--- src/rtl/brs_pkg.sv ---
// brs_pkg: types, codes and shared helpers for the brent root search engine
// no dependencies; imported by every module of the block
package brs_pkg;

   typedef enum logic [4:0] {
      S_IDLE, S_LOAD, S_SWAP, S_CHECK,
      S_IQ_D1, S_IQ_W1, S_IQ_D2, S_IQ_W2,
      S_IQ_M1, S_IQ_M2, S_IQ_M3, S_IQ_M4, S_IQ_END,
      S_SEC_M1, S_SEC_M2, S_SEC_D, S_SEC_W,
      S_DECIDE, S_EMIT
   } state_type;

   typedef enum logic [4:0] {
      OP_NONE, OP_CAPTURE, OP_LOAD, OP_SWAP, OP_CHECK,
      OP_DIV_IQ1, OP_DIV_IQ2, OP_DIV_SEC,
      OP_WB_T1, OP_WB_T2, OP_WB_S,
      OP_MUL_T, OP_MUL_X, OP_MUL_AFB, OP_MUL_BFA,
      OP_MUL_WB, OP_ACC, OP_IQ_DONE, OP_DECIDE, OP_EMIT
   } op_type;

   localparam logic [1:0] KIND_QUERY = 2'd0;
   localparam logic [1:0] KIND_ROOT  = 2'd1;
   localparam logic [1:0] KIND_ERROR = 2'd2;

   localparam logic MODE_START = 1'b0;
   localparam logic MODE_VALUE = 1'b1;

   localparam logic [1:0] TERM_LAST = 2'd2;
   localparam logic [30:0] TOL_RESET = 31'd66;

   localparam logic signed [65:0] SAT_MAX = 66'sd2147483647;
   localparam logic signed [65:0] SAT_MIN = -66'sd2147483648;

   typedef struct packed {
      op_type     op;
      logic [1:0] term;
   } cmd_type;

   typedef struct packed {
      logic bad_item;
      logic done_now;
      logic iq_ok;
      logic sec_ok;
      logic div_done;
      logic slot_free;
   } status_type;

   function automatic logic signed [31:0] sat32(input logic signed [65:0] v);
      logic signed [31:0] r;
      if (v > SAT_MAX) begin
         r = 32'sh7FFF_FFFF;
      end else if (v < SAT_MIN) begin
         r = 32'sh8000_0000;
      end else begin
         r = v[31:0];
      end
      return r;
   endfunction

endpackage

--- src/rtl/brs_ctrl.sv ---
// brs_ctrl: sequencer for one search step, drives the datapath by commands
// depends on brs_pkg
module brs_ctrl
   import brs_pkg::*;
(
   input  logic       clock,
   input  logic       reset,
   input  logic       req_valid,
   output logic       req_stall,
   input  status_type status,
   output cmd_type    cmd
);

   state_type  state_ff, state_in;
   logic [1:0] term_ff, term_in;

   always_ff @(posedge clock) begin
      if (reset) begin
         state_ff <= S_IDLE;
         term_ff  <= '0;
      end else begin
         state_ff <= state_in;
         term_ff  <= term_in;
      end
   end

   assign req_stall = (state_ff != S_IDLE);

   always_comb begin
      term_in = term_ff;
      if (state_ff == S_CHECK) begin
         term_in = '0;
      end else if (state_ff == S_IQ_M4 && term_ff != TERM_LAST) begin
         term_in = term_ff + 2'd1;
      end
   end

   always_comb begin
      state_in = state_ff;
      unique case (state_ff)
         S_IDLE:   if (req_valid) state_in = S_LOAD;
         S_LOAD:   state_in = status.bad_item ? S_EMIT : S_SWAP;
         S_SWAP:   state_in = S_CHECK;
         S_CHECK: begin
            if (status.done_now)    state_in = S_EMIT;
            else if (status.iq_ok)  state_in = S_IQ_D1;
            else if (status.sec_ok) state_in = S_SEC_M1;
            else                    state_in = S_DECIDE;
         end
         S_IQ_D1:  state_in = S_IQ_W1;
         S_IQ_W1:  if (status.div_done) state_in = S_IQ_D2;
         S_IQ_D2:  state_in = S_IQ_W2;
         S_IQ_W2:  if (status.div_done) state_in = S_IQ_M1;
         S_IQ_M1:  state_in = S_IQ_M2;
         S_IQ_M2:  state_in = S_IQ_M3;
         S_IQ_M3:  state_in = S_IQ_M4;
         S_IQ_M4:  state_in = (term_ff == TERM_LAST) ? S_IQ_END : S_IQ_D1;
         S_IQ_END: state_in = S_DECIDE;
         S_SEC_M1: state_in = S_SEC_M2;
         S_SEC_M2: state_in = S_SEC_D;
         S_SEC_D:  state_in = S_SEC_W;
         S_SEC_W:  if (status.div_done) state_in = S_DECIDE;
         S_DECIDE: state_in = S_EMIT;
         S_EMIT:   if (status.slot_free) state_in = S_IDLE;
         default:  state_in = S_IDLE;
      endcase
   end

   always_comb begin
      cmd.term = term_ff;
      cmd.op   = OP_NONE;
      unique case (state_ff)
         S_IDLE:   cmd.op = req_valid ? OP_CAPTURE : OP_NONE;
         S_LOAD:   cmd.op = OP_LOAD;
         S_SWAP:   cmd.op = OP_SWAP;
         S_CHECK:  cmd.op = OP_CHECK;
         S_IQ_D1:  cmd.op = OP_DIV_IQ1;
         S_IQ_W1:  cmd.op = OP_WB_T1;
         S_IQ_D2:  cmd.op = OP_DIV_IQ2;
         S_IQ_W2:  cmd.op = OP_WB_T2;
         S_IQ_M1:  cmd.op = OP_MUL_T;
         S_IQ_M2:  cmd.op = OP_MUL_WB;
         S_IQ_M3:  cmd.op = OP_MUL_X;
         S_IQ_M4:  cmd.op = OP_ACC;
         S_IQ_END: cmd.op = OP_IQ_DONE;
         S_SEC_M1: cmd.op = OP_MUL_AFB;
         S_SEC_M2: cmd.op = OP_MUL_BFA;
         S_SEC_D:  cmd.op = OP_DIV_SEC;
         S_SEC_W:  cmd.op = OP_WB_S;
         S_DECIDE: cmd.op = OP_DECIDE;
         S_EMIT:   cmd.op = status.slot_free ? OP_EMIT : OP_NONE;
         default:  cmd.op = OP_NONE;
      endcase
   end

   // divider finishes only while we wait on it
   a_div_done_in_wait: assert property (@(posedge clock) disable iff (reset)
      status.div_done |-> (state_ff == S_IQ_W1 || state_ff == S_IQ_W2 ||
                           state_ff == S_SEC_W))
      else $error("divider done outside a wait state");

   a_div_done_held: assert property (@(posedge clock) disable iff (reset)
      status.div_done |-> $past(state_ff) == state_ff)
      else $error("divider done without a full wait");

   a_term_range: assert property (@(posedge clock) disable iff (reset)
      term_ff <= TERM_LAST)
      else $error("interpolation term out of range");

endmodule

--- config.mk ---
export PLATFORM = sky130hd
export DESIGN_NAME = brs_ctrl
export DESIGN_NICKNAME = d
export VERILOG_FILES = /design/src/rtl/brs_pkg.sv /design/src/rtl/brs_ctrl.sv
export SDC_FILE = /design/constraint.sdc
export NUM_CORES = 1
export LEC_CHECK = 0
export BUFFER_PORTS_ARGS = -buffer_cell sky130_fd_sc_hd__buf_2
export CAP_MARGIN = 25
export CELL_PAD_IN_SITES_DETAIL_PLACEMENT = 1
export CELL_PAD_IN_SITES_GLOBAL_PLACEMENT = 1
export CORE_ASPECT_RATIO = 1.4
export CORE_MARGIN = 2
export CORE_UTILIZATION = 36
export DETAILED_ROUTE_END_ITERATION = 8
export GPL_ROUTABILITY_DRIVEN = 0
export HOLD_SLACK_MARGIN = 0.06
export PLACE_DENSITY = 0.85
export SLEW_MARGIN = 0
export SYNTH_ARGS = -nofsm -noshare
export SYNTH_HDL_FRONTEND = slang
export SYNTH_SLANG_ARGS = --single-unit
--- constraint.sdc ---
create_clock -name clock -period 2 [get_ports clock]
set_input_delay 0.4 -clock clock [delete_from_list [all_inputs] [get_ports clock]]
set_output_delay 0.4 -clock clock [all_outputs]
set_load 0.02 [all_outputs]
==> key figures, run 1 <==
GRT
  • Initial antenna violation count: 0
  • First-pass GRT wire length: 4330 um
  • Largest net degree at the start of global routing: 24
  • Gr usage total: 22.7%
  • Gr ovfl total: 0
  • Number of global-route vias before repair: 947

Worst setup path
  • Critical Path Max Stage Delay: 0.37 ns
  • Crit-path slowest cell: dfxtp_4
  • WP buf/inv: 2
  • Worst setup SP type: register
  • CP Cell Sequence: inv_1 -> nand2_2 -> nand3_1 -> o21ai_0 -> o22ai_1 -> buf_2
  • CP arrival: 1.52 ns
  • Worst EP required: between 1.5 and 2 ns
  • Crit-path leading delay family: buffers and inverters
  • Worst-path maximum fanout: 7
  • Crit end category: primary output
  • Setup CP Type: register to primary output

Logic synthesis
  • Net Count, Synth: 125
  • Netlist cell types: 34
  • Sequential cell area fraction in the yosys report: 19.0%
  • Top cells by area, synth: dfxtp_1 19%, a21oi_1 11%, nand2_1 8.1%
  • Seq cells post-synth: 7
  • Syn Std Cell Area: 738 um2
  • Top-area cell type share of the netlist area: 19.0%
  • Largest area contributor in the netlist: dfxtp_1
  • Synthesized instance count: between 100 and 150
  • Avg Inst Size Synth: roughly 6.4 um2
  • Asr flop ratio synth: 0%
  • Ys Warns: 0
  • Post-synth EDFFs: 0
  • Synth top cells by count: 16 x a21oi_1, 16 x nand2_1, 11 x nor2_1, 7 x dfxtp_1
  • Prevailing post-synth register cell: dfxtp_1

Detailed routing
  • Total Routed Length: approximately 2700 um
  • Vias per inst: 6.27
  • Metal3 WL: 90 um
  • DR WL/cell: approximately 18 um
  • First-pass iteration count of the detailed router: 4
  • Antenna-violating nets left: 0
  • Met2 wire length: 1380 um
  • DRT met1 WL: between 1000 and 1500 um
  • Initial DRC Count: 15
  • DRC errors left: 0
  • Vias: 960
  • Max Used Layer: met4

Die
  • Initial cell density of the core: 37.9%
  • Core Area: 0.00195 mm2
  • IO Count: 17
  • DIE AREA: 0.00243 mm2
  • Die X: ~42 um
  • Std-Cell Rows: 19
  • Die H: 57.6 um

Clocking
  • Reg clk slew, reported paths: 0.05 ns
  • Clk Latency, worst-skew pair: 0.24 ns
  • Sink Count: 7
  • Num CTS Buffers: 3
  • Htree depth: 1
  • Post-CTS Setup Inserts: 0
  • TritonCTS clock tree: yes
  • Deepest clock path buffer count: 2
  • Root Driver: clkbuf_4

Placed design
  • DP HPWL: 2100 um
  • Place WS: 0.239 ns
  • Input/output buffers: 16

Finish
  • Share of post-route cells with drive strength above 1: between 20% and 30%
  • Register area: 146 um2
  • Multi-input gate area: 551 um2
  • Number of fill cells: 276
  • Antenna Cells: 0
  • Final layout net count: 143
  • Synthesis-to-layout area growth: 23.1%

Timing
  • Tmin final: 1.92 ns
  • Clock skew: 0.00190 ns
  • Worst slew margin: 73.7%
  • Final count of hold timing violations: 0
  • Setup-failing EPs final: 0
  • Setup ws final: 0.0828 ns
  • Slew @ Worst Pin: 0.389 ns
  • Slew Limit Fails: 0
  • WHS: 0.410 ns
  • Max Freq: between 0.5 and 0.6 GHz
  • Final Cycle Share: approximately 96%

Job
  • Maxcap violations: 0

Power and ir drop
  • Peak supply drop: 0.620 mV
  • Leak Pwr: 0.347 nW
  • Pwr Density: 1280 mW/mm2

Min path
  • Hold WC Path Type: input pin to register

Run status
  • Status: finished, final reports clean
registers in the layout, indices dropped and copies added, names as in the netlist:
| register | cells |
|---|---|
| state_ff | 5 |
| term_ff | 2 |
where the power goes:
group / internal (mW) / switching (mW)
clock: 0.0758 / 0.0468
sequential: 0.171 / 0.0500
combinational: 0.304 / 0.517
total: 0.551 / 0.614
per-layer routing:
metal / vias up / track usage, %
met5: - / 0
met4: 0 / 13.8
met3: 14 / 2.22
met2: 32 / 39.3
met1: 449 / 26.4
li1: 465 / -
cell type report:
cell class	count	area share [%]
clock buffers	4	2.89
multi-input cells	94	60.6
flip-flops and latches	7	16.1
repair buffers	23	15.4
well taps	21	2.89
inverters	4	2.07
final timing paths:
check / start / to / slack (ns) / depth (start not counted)
hold reg to reg: term_ff[1] / term_ff[1] / 0.53 / 2
setup reg to reg: state_ff[0] / state_ff[1] / 0.28 / 5
setup / recovery: state_ff[3] / cmd[5] / 0.08 / 6
hold / removal: status[2] / state_ff[3] / 0.41 / 3
stage by stage:
step                cell area (um2)  instances  setup TNS, ns  power [mW]  util, %
CTS                             886        153              0        1.15     45.4
floorplan                       738        115              0       0.774        -
global placement                857        149              0       0.988     44.0
finish                          908        153              0        1.16     46.6
global route                    908        153        -0.0113        1.26     46.6
detailed placement              857        149              0        1.02     44.0
cell usage in the layout, fill, tap and decap left out, types with 2 or more instances in the layout:
| master | instances |
|---|---|
| a21oi_1 | 16 |
| dfxtp_2 | 2 |
| nand2_1 | 15 |
| nor2_1 | 11 |
| inv_1 | 3 |
| o21ai_0 | 6 |
| buf_6 | 2 |
| buf_2 | 16 |
| nand2b_1 | 2 |
| nor4_1 | 4 |
| o211ai_1 | 3 |
| dfxtp_1 | 4 |
| a311oi_1 | 2 |
| clkbuf_4 | 3 |
| nor3_1 | 4 |
| buf_4 | 5 |
| o22ai_1 | 5 |
| nand3b_1 | 3 |
| nand3_1 | 4 |
worst min-delay path, delay by kind of cell:
kind | cells | cell delay (ns)
compound gates | 1 | 0.06
buf+inv | 1 | 0.11
simple gates | 1 | 0.05
timing repair:
item / in CTS / in global routing
endpoints found under the hold margin: 0 / 0
resized for setup: 2 / 7
hold buffers: 0 / 0
setup endpoints to repair: 3 / 4
cell families after synthesis:
logic type	Yosys count	share of synthesized area (%)
flip-flops	7	19.0
AND/OR/NAND/NOR	51	34.7
adder cells (fa/ha/maj)	1	1.69
XOR/XNOR	1	1.19
AO/OA/AOI/OAI	41	35.9
buffers and inverters	14	7.46
Power figures use the tool's default switching activity.
==> run 2, diff against run 1 <==
Settings changed: RECOVER_POWER set to 25.
==> run 2 against run 1 <==
Net effect: flip-flop and latch count unchanged; hold slack barely moved; critical path depth unchanged; clock skew about the same; final area fell by 0.28%; critical path type unchanged; largest power group unchanged; highest routed layer unchanged.
==> key figures, run 2 (same netlist as run 1, synthesis figures left out) <==
Timing
  • Final Cycle Share: 95.9% (about the same)
  • Worst slew margin: 73.7% (unchanged)
  • Tmin final: 1.92 ns (about the same)
  • Slew Limit Fails: 0 (unchanged)
  • WHS: 0.409 ns (was 0.410 ns)
  • Max Freq: 0.522 GHz (about the same)
  • Clock skew: 0.00203 ns (was 0.00190 ns)
  • Slew @ Worst Pin: 0.389 ns (unchanged)
  • Final count of hold timing violations: 0 (unchanged)
  • Setup-failing EPs final: 0 (unchanged)

Finish
  • Finished Core Util: 46.5% (was 46.6%)
  • Most common cell after layout, fill and taps aside: a21oi_1
  • Top reg by flops: state_ff (unchanged)
  • Biggest regs: state_ff: 5 flops, term_ff: 2 flops (unchanged)
  • Final layout net count: 143 (unchanged)
  • Max reg flops: 5 (unchanged)
  • Final Cell Area: 906 um2 (was 908 um2)
  • Synthesis-to-layout area growth: 22.7% (was 23.1%)
  • Post-Layout Cell Count: 153 (unchanged)
  • Share of post-route cells with drive strength above 1: 25.0% (was 26.5%)
  • Antenna Cells: 0 (unchanged)
  • Most frequent cells in the layout: 16 x a21oi_1, 15 x nand2_1, 14 x buf_2 (was 16 x a21oi_1, 16 x buf_2, 15 x nand2_1)

Die
  • IO Count: 17 (unchanged)
  • Die X: 42.3 um (unchanged)
  • Die H: 57.6 um (unchanged)
  • Initial cell density of the core: 37.9% (unchanged)
  • Std-Cell Rows: 19 (unchanged)
  • DIE AREA: 0.00243 mm2 (unchanged)
  • Core Area: 0.00195 mm2 (unchanged)

Detailed routing
  • Vias: 959 (was 960)
  • Initial DRC Count: 15 (unchanged)
  • Total Routed Length: 2710 um (about the same)
  • DRC errors left: 0 (unchanged)
  • DR WL/cell: 17.7 um (about the same)
  • First-pass iteration count of the detailed router: 4 (unchanged)
  • Vias per inst: 6.27 (about the same)
  • Antenna-violating nets left: 0 (unchanged)

Power and ir drop
  • Final Power: 1.16 mW (about the same)
  • Leak Pwr: 0.338 nW (was 0.347 nW)
  • Peak supply drop: 0.621 mV (was 0.620 mV)
  • Pwr Density: 1290 mW/mm2 (was 1280 mW/mm2)

GRT
  • Initial antenna violation count: 0 (unchanged)
  • Largest net degree at the start of global routing: 24 (unchanged)
  • Gr ovfl total: 0 (unchanged)
  • First-pass GRT wire length: 4330 um (unchanged)
  • Number of global-route vias before repair: 947 (unchanged)
  • Gr usage total: 22.7% (unchanged)

Placed design
  • Input/output buffers: 16 (unchanged)
  • Placement Cell Area: 857 um2 (unchanged)
  • Placed cell count: 149 (unchanged)
  • DP HPWL: 2100 um (unchanged)

Worst setup path
  • Setup CP Type: register to primary output (unchanged)
  • Worst EP required: 1.60 ns (about the same)
  • CP arrival: 1.52 ns (about the same)
  • Worst setup SP type: register (unchanged)
  • Worst-path maximum fanout: 7 (unchanged)
  • Crit-path leading delay family: buffers and inverters (unchanged)
  • WP buf/inv: 2 (unchanged)
  • CP Cell Sequence: inv_1 -> nand2_2 -> nand3_1 -> o21ai_0 -> o22ai_1 -> buf_2 (unchanged)
  • Crit-path slowest cell: dfxtp_4 (unchanged)
  • Critical Path Max Stage Delay: 0.37 ns (about the same)
  • Crit end category: primary output (unchanged)

Clocking
  • Reg clk slew, reported paths: 0.05 ns (about the same)
  • Num CTS Buffers: 3 (unchanged)
  • Post-CTS Setup Inserts: 0 (unchanged)
  • Htree depth: 1 (unchanged)
  • Sink Count: 7 (unchanged)
  • Root Driver: clkbuf_4 (unchanged)
  • Clk Latency, worst-skew pair: 0.24 ns (about the same)
  • TritonCTS clock tree: yes (unchanged)
  • Deepest clock path buffer count: 2 (unchanged)

Job
  • Maxcap violations: 0 (unchanged)

Min path
  • Hold WC Path Type: input pin to register (unchanged)

Run status
  • Status: finished, final reports clean (unchanged)
-- run 2: layout make-up --
type | instances | area, um2
Inverter | 4 | 18.8
Multi-Input combinational cell | 94 | 551
Timing Repair Buffer | 23 | 138
Fill cell | 276 | 1040
Tap cell | 21 | 26.3
Clock buffer | 4 | 26.3
Sequential cell | 7 | 146
-- run 2: worst paths after layout --
path	startpoint	endpoint	slack (ns)	depth (start not counted)
setup / recovery	state_ff[3]	cmd[5]	0.08	6
hold / removal	status[2]	state_ff[3]	0.41	3
setup reg to reg	state_ff[0]	state_ff[1]	0.28	5
hold reg to reg	term_ff[1]	term_ff[1]	0.53	2
-- run 2: what timing repair did --
action / CTS / global route
hold buffers: 0 / 0
endpoints found under the setup margin: 3 / 4
gates resized for setup: 2 / 7
-- run 2: through the flow --
stage	setup slack (ns)	setup TNS [ns]
floorplan	0.0395	0
global placement	0.324	0
detailed placement	0.239	0
CTS	0.0124	0
global route	-0.0113	-0.0113
finish	0.0825	0
-- run 2: worst register-to-register path, stage by stage (launching register included) --
cell and delay (ns):
dfxtp_1 0.35, nand2b_1 0.23, or4b_1 0.57, o211ai_2 0.14, a21oi_2 0.06, o32ai_2 0.26
-- run 2: where the power goes --
| group | switching (mW) | internal [mW] |
|---|---|---|
| registers | 0.0500 | 0.171 |
| logic | 0.517 | 0.304 |
| clock network | 0.0470 | 0.0758 |
-- run 2: layer usage --
metal	track usage [%]	wire length, um
met1	26.4	1070
met2	39.3	1380
met3	2.22	86
met4	13.8	164
met5	0	0
==> run 3, diff against run 2 <==
--- a/config.mk
+++ b/config.mk
@@ -7,3 +7,2 @@
 export LEC_CHECK = 0
-export BUFFER_PORTS_ARGS = -buffer_cell sky130_fd_sc_hd__buf_2
 export CAP_MARGIN = 25
@@ -15,5 +14,6 @@
 export DETAILED_ROUTE_END_ITERATION = 8
+export DONT_BUFFER_PORTS = 1
 export GPL_ROUTABILITY_DRIVEN = 0
 export HOLD_SLACK_MARGIN = 0.06
-export PLACE_DENSITY = 0.85
+export PLACE_DENSITY = 0.74
 export RECOVER_POWER = 25
==> constraint.sdc (replaced) <==
create_clock -name clock -period 2 [get_ports clock]
set_input_delay 0.1 -clock clock [delete_from_list [all_inputs] [get_ports clock]]
set_output_delay 0.1 -clock clock [all_outputs]
set_load 0.02 [all_outputs]
==> run 3 against run 2 <==
Net effect: sequential power down 6%; highest routed layer unchanged; non-clock buffer count down 6; fmax up 5.5%.
==> key figures, run 3 (same netlist as run 1, synthesis figures left out) <==
Run status
  • Status: finished, final reports clean (unchanged)

Timing
  • Slew Limit Fails: 0 (unchanged)
  • Worst slew margin: 67.9% (was 73.7%)
  • Clock skew: 0.00317 ns (was 0.00203 ns)
  • Final count of hold timing violations: 0 (unchanged)
  • Slew @ Worst Pin: 0.475 ns (was 0.389 ns)
  • RSZ-0062 raised after global routing: false
  • Tmin final: 1.82 ns (was 1.92 ns)
  • Final Cycle Share: 90.8% (was 95.9%)
  • Setup TNS: 0 ns (unchanged)
  • Setup-failing EPs final: 0 (unchanged)
  • Max Freq: 0.550 GHz (was 0.522 GHz)

Worst setup path
  • Crit-path leading delay family: flip-flops (was buffers and inverters)
  • Worst setup SP type: register (unchanged)
  • Setup CP Type: register to primary output (unchanged)
  • CP arrival: 1.72 ns (was 1.52 ns)
  • Crit Reg-Reg Endpoint: state_ff[4] (was state_ff[1])
  • R2R Setup Slk: 0.24 ns (was 0.28 ns)
  • Critical Path Max Stage Delay: 0.56 ns (was 0.37 ns)
  • FF-to-FF Start: state_ff[4] (was state_ff[0])
  • Reg2Reg Depth: 5 (unchanged)
  • CP Cell Sequence: inv_1 -> nand2_1 -> nand3_1 -> o21ai_0 -> o22ai_2 (was inv_1 -> nand2_2 -> nand3_1 -> o21ai_0 -> o22ai_1 -> buf_2)
  • Worst-path maximum fanout: 12 (was 7)
  • Crit end category: primary output (unchanged)
  • Worst EP required: 1.90 ns (was 1.60 ns)
  • WP buf/inv: 1 (was 2)
  • Crit-path slowest cell: dfxtp_1 (was dfxtp_4)

Detailed routing
  • First-pass iteration count of the detailed router: 4 (unchanged)
  • DR WL/cell: 18.0 um (was 17.7 um)
  • Vias per inst: 6.35 (was 6.27)
  • Initial DRC Count: 9 (was 15)
  • Vias: 933 (was 959)
  • DRC errors left: 0 (unchanged)
  • Total Routed Length: 2650 um (was 2710 um)
  • Antenna-violating nets left: 0 (unchanged)

Clocking
  • Num CTS Buffers: 3 (unchanged)
  • Root Driver: clkbuf_4 (unchanged)
  • TritonCTS clock tree: yes (unchanged)
  • Deepest clock path buffer count: 2 (unchanged)
  • Clk Latency, worst-skew pair: 0.25 ns (was 0.24 ns)
  • Sink Count: 7 (unchanged)
  • Htree depth: 1 (unchanged)
  • Reg clk slew, reported paths: 0.05 ns (about the same)

Die
  • Std-Cell Rows: 19 (unchanged)
  • Die X: 42.3 um (unchanged)
  • DIE AREA: 0.00243 mm2 (unchanged)
  • Die H: 57.6 um (unchanged)
  • Initial cell density of the core: 37.9% (unchanged)
  • IO Count: 17 (unchanged)
  • Core Area: 0.00195 mm2 (unchanged)

Finish
  • Antenna Cells: 0 (unchanged)
  • Finished Core Util: 45.9% (was 46.5%)
  • Final Cell Area: 895 um2 (was 906 um2)
  • Biggest regs: state_ff: 5 flops, term_ff: 2 flops (unchanged)
  • Most frequent cells in the layout: 16 x a21oi_1, 16 x nand2_1, 12 x buf_4 (was 16 x a21oi_1, 15 x nand2_1, 14 x buf_2)
  • Share of post-route cells with drive strength above 1: 15.9% (was 25.0%)
  • Final layout net count: 137 (was 143)
  • Max reg flops: 5 (unchanged)
  • Post-Layout Cell Count: 147 (was 153)
  • Top reg by flops: state_ff (unchanged)
  • Number of fill cells: 258 (was 276)
  • Synthesis-to-layout area growth: 21.2% (was 22.7%)

Min path
  • Hold_sp: status[1] (was status[2])
  • Hold Path Sink: state_ff[0] (was state_ff[3])
  • Hold WC Path Type: input pin to register (unchanged)
  • Hold Path Stages: 2 (was 3)

GRT
  • Largest net degree at the start of global routing: 21 (was 24)
  • Number of global-route vias before repair: 888 (was 947)
  • First-pass GRT wire length: 4300 um (was 4330 um)
  • Gr ovfl total: 0 (unchanged)
  • Gr usage total: 23.7% (was 22.7%)
  • Initial antenna violation count: 0 (unchanged)

Job
  • Maxcap violations: 0 (unchanged)

Placed design
  • Input/output buffers: 0 (was 16)
  • Placed cell count: 136 (was 149)
  • DP HPWL: 1910 um (was 2100 um)
  • Placement Cell Area: 800 um2 (was 857 um2)

Power and ir drop
  • Leak Pwr: 0.316 nW (was 0.338 nW)
  • Peak supply drop: 0.658 mV (was 0.621 mV)
  • Pwr Density: 1320 mW/mm2 (was 1290 mW/mm2)
[run 3: cell types whose count changed in the layout (fill, tap and decap cells not counted), moves of 2 or more]
cell	before	now
buf_2	14	0
dfxtp_1	4	7
buf_6	2	0
buf_4	5	12
dlygate4sd3_1	0	4
dfxtp_2	2	0
[run 3: stage by stage]
stage | total power, mW | hold slack (ns) | setup slack, ns
after detailed placement | 0.993 | 0.176 | 0.296
after global routing | 1.27 | 0.0680 | 0.0542
after floorplan | 0.774 | 0.172 | 0.340
after CTS | 1.14 | 0.0621 | 0.130
final | 1.18 | 0.0699 | 0.183
after global placement | 0.980 | 0.174 | 0.280
[run 3: final cells by class]
cell class                 instances  area, um2  area share (%)
clock buffer                       4       26.3            2.94
inverter                           4       18.8            2.10
multi-input combinational         94        549            61.4
sequential                         7        140            15.7
tap                               21       26.3            2.94
timing repair buffer              17        134            15.0
[run 3: what timing repair did]
item | CTS | global route
endpoints found under the hold margin | 7 | 0
buffers inserted | 0 | 3
hold buffers | 4 | 0
gates resized for setup | 0 | 2
setup endpoints to repair | 0 | 2
[run 3: worst reg2reg max path: stages (launching register included)]
cell	delay (ns)
dfxtp_1	0.50
nand2b_1	0.19
or4b_1	0.55
o211ai_2	0.14
or3_1	0.18
o22ai_1	0.06
[run 3: layer usage]
layer	vias up	part of all wire, %	GRT usage (%)
li1	451	-	-
met1	435	41	27.1
met2	35	49	38.7
met3	12	5.8	4.75
met4	0	4.4	16.5
met5	-	0	0
[run 3: power by group]
group	leakage, nW	switching [mW]	internal [mW]
Clock	0.0150	0.0543	0.0763
Combinational	0.244	0.532	0.311
Sequential	0.0570	0.0405	0.168
[run 3: how the worst max path moves through the flow]
stage	from	end	slack, ns	depth (start not counted)
2_1_floorplan	state_ff[3]	cmd[6]	0.34	6
3_3_place_gp	state_ff[4]	state_ff[4]	0.28	5
3_5_place_dp	state_ff[4]	state_ff[4]	0.30	5
4_1_cts	state_ff[1]	cmd[2]	0.13	7
5_1_grt	state_ff[3]	cmd[6]	0.05	6
6_report	state_ff[3]	cmd[5]	0.18	5
